## src/sv/tirv_pkg.sv

```systemverilog
// Shared types and constants for the tiered ingress rule verdict block.
// No dependencies; used by tirv_slot_decode, tirv_verdict and the top level.
package tirv_pkg;

    localparam int RULE_SLOTS = 24;
    localparam int SLOT_CNT_W = $clog2(RULE_SLOTS + 1);

    localparam logic [16:0] PRIO_NONE   = 17'd65536;
    localparam logic [16:0] ADMIN_LIMIT = 17'd1000;
    localparam logic [7:0]  PROTO_ANY      = 8'd254;
    localparam logic [7:0]  PROTO_RESERVED = 8'd255;

    // reciprocal of ten, scaled by 2^23; exact quotient for 20-bit values
    localparam logic [19:0] RECIP_TEN = 20'd838861;
    localparam int          RECIP_SHIFT = 23;

    localparam logic [3:0] ACT_DENY  = 4'd0;
    localparam logic [3:0] ACT_ALLOW = 4'd1;
    localparam logic [3:0] ACT_PASS  = 4'd2;

    localparam logic [2:0] TIER_ADMIN     = 3'd0;
    localparam logic [2:0] TIER_NAMESPACE = 3'd1;
    localparam logic [2:0] TIER_BASELINE  = 3'd2;
    localparam logic [2:0] TIER_DEFAULT   = 3'd3;
    localparam logic [2:0] TIER_NONE      = 3'd4;

    localparam logic [1:0] POD_APPLIED       = 2'd0;
    localparam logic [1:0] POD_DEFAULT_ALLOW = 2'd1;
    localparam logic [1:0] POD_DEFAULT_DENY  = 2'd2;

    // one input word, as unpacked from tdata plus tlast
    typedef struct packed {
        logic [7:0]  flow_protocol;
        logic [15:0] flow_dest_port;
        logic        cluster_list_found;
        logic [7:0]  cluster_rule_protocol;
        logic [19:0] cluster_rule_priority;
        logic [15:0] cluster_rule_start_port;
        logic [15:0] cluster_rule_end_port;
        logic        namespace_list_found;
        logic [7:0]  namespace_rule_protocol;
        logic [15:0] namespace_rule_start_port;
        logic [15:0] namespace_rule_end_port;
        logic        last_slot;
    } slot_t;

    // decoded slot handed to the verdict stage
    typedef struct packed {
        logic        c_found;
        logic        c_hit;
        logic [16:0] c_prio;
        logic [3:0]  c_act;
        logic        n_found;
        logic        n_reserved;
        logic        n_hit;
        logic        last;
    } slot_dec_t;

endpackage

```

## src/sv/tirv_verdict.sv

```systemverilog
// Per-flow running minima, namespace first match, pod state register and
// the verdict output register. Uses tirv_pkg; fed by tirv_slot_decode.
module tirv_verdict (
    input  logic                clk,
    input  logic                rst_n,
    input  logic                cfg_wr_en,
    input  logic [1:0]          cfg_wr_data,
    input  logic                go,
    input  tirv_pkg::slot_dec_t dec,
    output logic                out_free,
    output logic                out_vld,
    input  logic                out_rdy,
    output logic                out_allow,
    output logic [2:0]          out_tier
);

    logic [1:0]                      pod_reg;
    logic [16:0]                     adm_p_reg,  adm_p_next;
    logic [3:0]                      adm_a_reg,  adm_a_next;
    logic [16:0]                     base_p_reg, base_p_next;
    logic [3:0]                      base_a_reg, base_a_next;
    logic                            ns_dec_reg, ns_dec_next;
    logic                            ns_allow_reg, ns_allow_next;
    logic [tirv_pkg::SLOT_CNT_W-1:0] cnt_reg,    cnt_next;
    logic                            vld_reg,    vld_next;
    logic                            allow_reg,  allow_next;
    logic [2:0]                      tier_reg,   tier_next;
    logic                            in_bound;
    logic                            c_en;
    logic                            n_en;
    logic                            v_allow;
    logic [2:0]                      v_tier;

    assign out_free  = !vld_reg || out_rdy;
    assign out_vld   = vld_reg;
    assign out_allow = allow_reg;
    assign out_tier  = tier_reg;

    assign in_bound = (cnt_reg < tirv_pkg::SLOT_CNT_W'(tirv_pkg::RULE_SLOTS));
    assign c_en     = in_bound && dec.c_found && dec.c_hit;
    assign n_en     = in_bound && dec.n_found && !ns_dec_reg;

    // state after this slot is folded in
    always_comb
    begin
        adm_p_next    = adm_p_reg;
        adm_a_next    = adm_a_reg;
        base_p_next   = base_p_reg;
        base_a_next   = base_a_reg;
        ns_dec_next   = ns_dec_reg;
        ns_allow_next = ns_allow_reg;
        cnt_next      = cnt_reg;
        if (in_bound)
        begin
            cnt_next = cnt_reg + 1'b1;
        end
        if (c_en && ((dec.c_prio < adm_p_reg)
                     || ((dec.c_prio == adm_p_reg) && (dec.c_act < adm_a_reg))))
        begin
            adm_p_next = dec.c_prio;
            adm_a_next = dec.c_act;
        end
        if (c_en && (dec.c_prio > tirv_pkg::ADMIN_LIMIT)
            && ((dec.c_prio < base_p_reg)
                || ((dec.c_prio == base_p_reg) && (dec.c_act < base_a_reg))))
        begin
            base_p_next = dec.c_prio;
            base_a_next = dec.c_act;
        end
        if (n_en && dec.n_reserved)
        begin
            ns_dec_next   = 1'b1;
            ns_allow_next = 1'b0;
        end
        else if (n_en && dec.n_hit)
        begin
            ns_dec_next   = 1'b1;
            ns_allow_next = 1'b1;
        end
    end

    // tiered decision on the updated state
    always_comb
    begin
        v_allow = 1'b0;
        v_tier  = tirv_pkg::TIER_NONE;
        if ((adm_p_next <= tirv_pkg::ADMIN_LIMIT) && (adm_a_next == tirv_pkg::ACT_DENY))
        begin
            v_tier = tirv_pkg::TIER_ADMIN;
        end
        else if ((adm_p_next <= tirv_pkg::ADMIN_LIMIT) && (adm_a_next == tirv_pkg::ACT_ALLOW))
        begin
            v_allow = 1'b1;
            v_tier  = tirv_pkg::TIER_ADMIN;
        end
        else if (dec.n_found)
        begin
            v_allow = ns_dec_next && ns_allow_next;
            v_tier  = tirv_pkg::TIER_NAMESPACE;
        end
        else if (pod_reg == tirv_pkg::POD_APPLIED)
        begin
            v_tier = tirv_pkg::TIER_NAMESPACE;
        end
        else if (base_a_next == tirv_pkg::ACT_DENY)
        begin
            v_tier = tirv_pkg::TIER_BASELINE;
        end
        else if (base_a_next == tirv_pkg::ACT_ALLOW)
        begin
            v_allow = 1'b1;
            v_tier  = tirv_pkg::TIER_BASELINE;
        end
        else if (base_a_next == tirv_pkg::ACT_PASS)
        begin
            case (pod_reg)
                tirv_pkg::POD_DEFAULT_ALLOW:
                begin
                    v_allow = 1'b1;
                    v_tier  = tirv_pkg::TIER_DEFAULT;
                end
                tirv_pkg::POD_DEFAULT_DENY:
                begin
                    v_tier = tirv_pkg::TIER_DEFAULT;
                end
                default:
                begin
                    v_tier = tirv_pkg::TIER_NONE;
                end
            endcase
        end
    end

    always_comb
    begin
        vld_next   = vld_reg;
        allow_next = allow_reg;
        tier_next  = tier_reg;
        if (go && dec.last)
        begin
            vld_next   = 1'b1;
            allow_next = v_allow;
            tier_next  = v_tier;
        end
        else if (out_rdy)
        begin
            vld_next = 1'b0;
        end
    end

    always_ff @(posedge clk or negedge rst_n)
    begin
        if (!rst_n)
        begin
            pod_reg      <= tirv_pkg::POD_DEFAULT_ALLOW;
            adm_p_reg    <= tirv_pkg::PRIO_NONE;
            adm_a_reg    <= tirv_pkg::ACT_PASS;
            base_p_reg   <= tirv_pkg::PRIO_NONE;
            base_a_reg   <= tirv_pkg::ACT_PASS;
            ns_dec_reg   <= 1'b0;
            ns_allow_reg <= 1'b0;
            cnt_reg      <= '0;
            vld_reg      <= 1'b0;
        end
        else
        begin
            if (cfg_wr_en)
            begin
                pod_reg <= cfg_wr_data;
            end
            vld_reg <= vld_next;
            if (go && dec.last)
            begin
                // flow done: clear for the next one
                adm_p_reg    <= tirv_pkg::PRIO_NONE;
                adm_a_reg    <= tirv_pkg::ACT_PASS;
                base_p_reg   <= tirv_pkg::PRIO_NONE;
                base_a_reg   <= tirv_pkg::ACT_PASS;
                ns_dec_reg   <= 1'b0;
                ns_allow_reg <= 1'b0;
                cnt_reg      <= '0;
            end
            else if (go)
            begin
                adm_p_reg    <= adm_p_next;
                adm_a_reg    <= adm_a_next;
                base_p_reg   <= base_p_next;
                base_a_reg   <= base_a_next;
                ns_dec_reg   <= ns_dec_next;
                ns_allow_reg <= ns_allow_next;
                cnt_reg      <= cnt_next;
            end
        end
    end

    always_ff @(posedge clk)
    begin
        allow_reg <= allow_next;
        tier_reg  <= tier_next;
    end

endmodule

```

## config.mk

```make
export PLATFORM = sky130hd
export DESIGN_NAME = tirv_verdict
export DESIGN_NICKNAME = d
export VERILOG_FILES = /design/src/sv/tirv_pkg.sv /design/src/sv/tirv_verdict.sv
export SDC_FILE = /design/constraint.sdc
export NUM_CORES = 1
export LEC_CHECK = 0
export ABC_AREA = 0
export BUFFER_PORTS_ARGS = -buffer_cell sky130_fd_sc_hd__buf_4
export CAP_MARGIN = 20
export CORE_MARGIN = 2
export CORE_UTILIZATION = 51
export CTS_CLUSTER_DIAMETER = 150
export DETAILED_ROUTE_END_ITERATION = 7
export PLACE_DENSITY = 0.74
export SYNTH_ARGS = -nofsm -noshare
export SYNTH_HDL_FRONTEND = slang
export SYNTH_SLANG_ARGS = --single-unit
```

## constraint.sdc

```tcl
create_clock -name clk -period 2.7 [get_ports clk]
set_clock_uncertainty 0.2 [all_clocks]
set_input_delay 0 -clock clk [delete_from_list [all_inputs] [get_ports clk]]
set_output_delay 0 -clock clk [all_outputs]
set_load 0.1 [all_outputs]
```

==> flow_summary.yaml <==
status:
  status: "complete, but fails checks"
  violations: "setup timing"
detailed_routing:
  drt-initial-drc-count: 230
  wl_mm: 9.89
  vias_per_cell: 5.76
  firstDrtPassIters: 4
  vias: 3311
  wire_per_inst_um: 17.2
  drt_drc_violations_left: 0
  detail-route-antenna-nets: 0
pwr:
  total_power_mw: 2.09
  power_density_mw_per_mm2: 424
  power_leakage_nw: 2.27
  ir_drop_mv: 0.257
clock_network:
  clock_path_buffers: 2
  clockRootBuffer: "clkbuf_8"
  cts_sinks: 56
  cts_buffers: 5
  htreeDepth: 2
  cts_tree: "yes"
  clock_latency_ps: 310
  clk_pin_slew_worst_paths_ps: 100
sta:
  post-route-min-period_ps: 2760
  whs_ps: 30.5
  setup_ws_ps: -63.1
  rsz0062_at_grt: "yes"
  slew_viol_final: 0
  final.setup.tns_ps: -956
  setup_viol_count_final: 38
  min_period_over_period: 1.02
  hold_viol: 0
  worst_pin_slew_ps: 685
  max_freq_mhz: 362
  relSlewSlack: 0.544
hold_path:
  worstHoldEndpoint: "ns_allow_reg$_DFFE_PN0P_"
  worstHoldStart: "dec[1]"
  hold_depth: 4
  worstHoldPathType: "input port to flop"
placement:
  dp_slack_ps: -181
  dp_cells: 523
  placement.io_buffers: 39
  dp_hpwl_mm: 6.31
  place_congestion: 0.904
  post_dp_cell_area_mm2: 0.00424
setup_path:
  r2r_end: "out_tier[1]$_SDFFCE_PP0P_"
  reg2reg_slack_ps: -60
  rr_worst_depth: 9
  cp.arrival_ps: 2640
  crit_slowest_cell: "dfrtp_1"
  cp-start-kind: "flop"
  critPathMaxFanout: 3
  worstPathRequired_ps: 2580
  r2r_start: "base_p_reg[6]$_DFFE_PN0P_"
  path_cells: "inv_1, ha_1, a21oi_2, o21ai_2, a2111o_1, a211o_4, nand2_4, mux2_4, and4bb_1"
  slowest_delay_ps: 380
  crit_type: "flop to flop"
  cp-end-kind: "flop"
logic_synthesis:
  seq_area_frac_synth: 0.399
  synth_enable_flop_cells: 4
  synth_ff_type: "dfrtp_1"
  netlist_area_mm2: 0.00358
  ys_types: 57
  ys_top_cells_by_count: "54 x inv_1, 47 x dfrtp_1, 43 x ha_1, 36 x a22o_1, 18 x a21oi_1"
  avgSynthCellArea_um2: 9.83
  post_synth_inst_count: 364
  synth_top_area_frac: 0.329
  synth-seq-cells: 56
  synth_async_sr_flop_share: 0.929
  synth_area_leader_cell: "dfrtp_1"
  yosysMostFrequentCell: "inv_1"
  yosys_warnings: 0
  synth_nets: 441
  ys_top_cells_by_area: "dfrtp_1 33%, ha_1 15%, a22o_1 8.8%"
die:
  fp.dieH_um: 87.8
  core-area_mm2: 0.00679
  die_w_um: 87.8
  start_util: 0.527
  io-pin-count: 40
  dieArea_mm2: 0.00770
  rows: 30
global_routing:
  grtUsageTotal: 0.256
  grt_pass1_vias: 3332
  grt_max_degree: 53
  grt_pass1_wl_mm: 15.5
  antenna_found_initial: 0
  grt_remaining_overflow: 0
layout:
  drive_gt1_frac: 0.284
  area_growth_pct: 38.1
  multi_input_area_mm2: 0.00203
  nets: 555
  nFillCells: 478
  fin_cells: 575
  diodes: 0
  utilization: 0.728
  seq_area_mm2: 0.00143
  finalInstanceArea_mm2: 0.00494
flow_run:
  drv_cap: 0
==> worst max path at each step <==
stage,start,depth (start not counted),to,slack (ps)
floorplan,base_p_reg[2]$_DFFE_PN0P_,9,out_tier[1]$_SDFFCE_PP0P_,-10
global placement,adm_p_reg[16]$_DFFE_PN1P_,8,out_tier[1]$_SDFFCE_PP0P_,-60
detailed placement,adm_p_reg[16]$_DFFE_PN1P_,8,out_tier[1]$_SDFFCE_PP0P_,-180
CTS,base_p_reg[2]$_DFFE_PN0P_,9,out_tier[1]$_SDFFCE_PP0P_,-70
global route,adm_p_reg[12]$_DFFE_PN0P_,10,adm_p_reg[7]$_DFFE_PN0P_,-150
finish,base_p_reg[6]$_DFFE_PN0P_,9,out_tier[1]$_SDFFCE_PP0P_,-60
==> routing by layer <==
metal / routed length [µm] / share of wire / vias up / global-route usage
li1: - / - / 1565 / -
met1: 4130 / 0.42 / 1626 / 0.333
met2: 5030 / 0.51 / 101 / 0.448
met3: 542 / 0.055 / 19 / 0.0349
met4: 184 / 0.019 / 0 / 0.0671
met5: 0 / 0 / - / 0
==> cell usage in the layout, fill, tap and decap left out, drive strengths merged, types with 2 or more instances in the layout <==
master and count:
nor4 4, a21boi 2, and3b 2, nor2 14, a22o 36, nand2 17, or2 4, o211ai 2
buf 85, and3 2, ha 43, dlygate4sd3 31, nor2b 3, o21ai 16, o31ai 2, edfxtp 4
a21o 3, a22oi 5, nor3b 2, clkbuf 10, nand3b 2, o22ai 6, and2 2, a41oi 2
o21a 4, nand4 7, a211o 2, inv 54, a211oi 5, nand2b 3, a21oi 18, nor3 11
and4 2, dfstp 5, a31oi 3, dfrtp 47, nand3 7
==> worst max-delay path, delay by kind of cell, from the launching register on <==
kind                       cells  cell delay (ps)
AOI/OAI and AO/OA              4              980
DFF                            1              380
adders and majority gates      1              310
buffers and inverters          1               60
muxes                          1              310
and+or+nand+nor                2              280
==> cell families (layout without fill, tap and decap cells) <==
family / Yosys count / after routing / synth area share
simple gates: 83 / 83 / 0.126
flops: 56 / 56 / 0.399
compound gates: 115 / 115 / 0.238
fa+ha+maj: 43 / 43 / 0.150
mux: 2 / 2 / 0.00594
buf+inv: 65 / 180 / 0.0804
==> power by group <==
part | leakage [nW] | switching (mW) | internal, mW
combinational | 1.50 | 0.346 | 0.308
sequential | 0.727 | 0.0415 | 0.917
clock | 0.0455 | 0.272 | 0.210
total | 2.27 | 0.660 | 1.43
==> timing repair <==
action                                  CTS  global route
endpoints found under the setup margin   42            44
pin swaps                                11            31
gates cloned                              0             3
resized for setup                        10            27
hold buffers                             30             1
hold endpoints to repair                107             2
setup buffers                             5             6
==> cell type report <==
class                   count  area share
clock buffers               8      0.0182
flip-flops and latches     56       0.289
multi-input cells         243       0.412
repair buffers            118       0.216
well taps                  96      0.0243
inverters                  54      0.0410
Power figures use the tool's default switching activity.
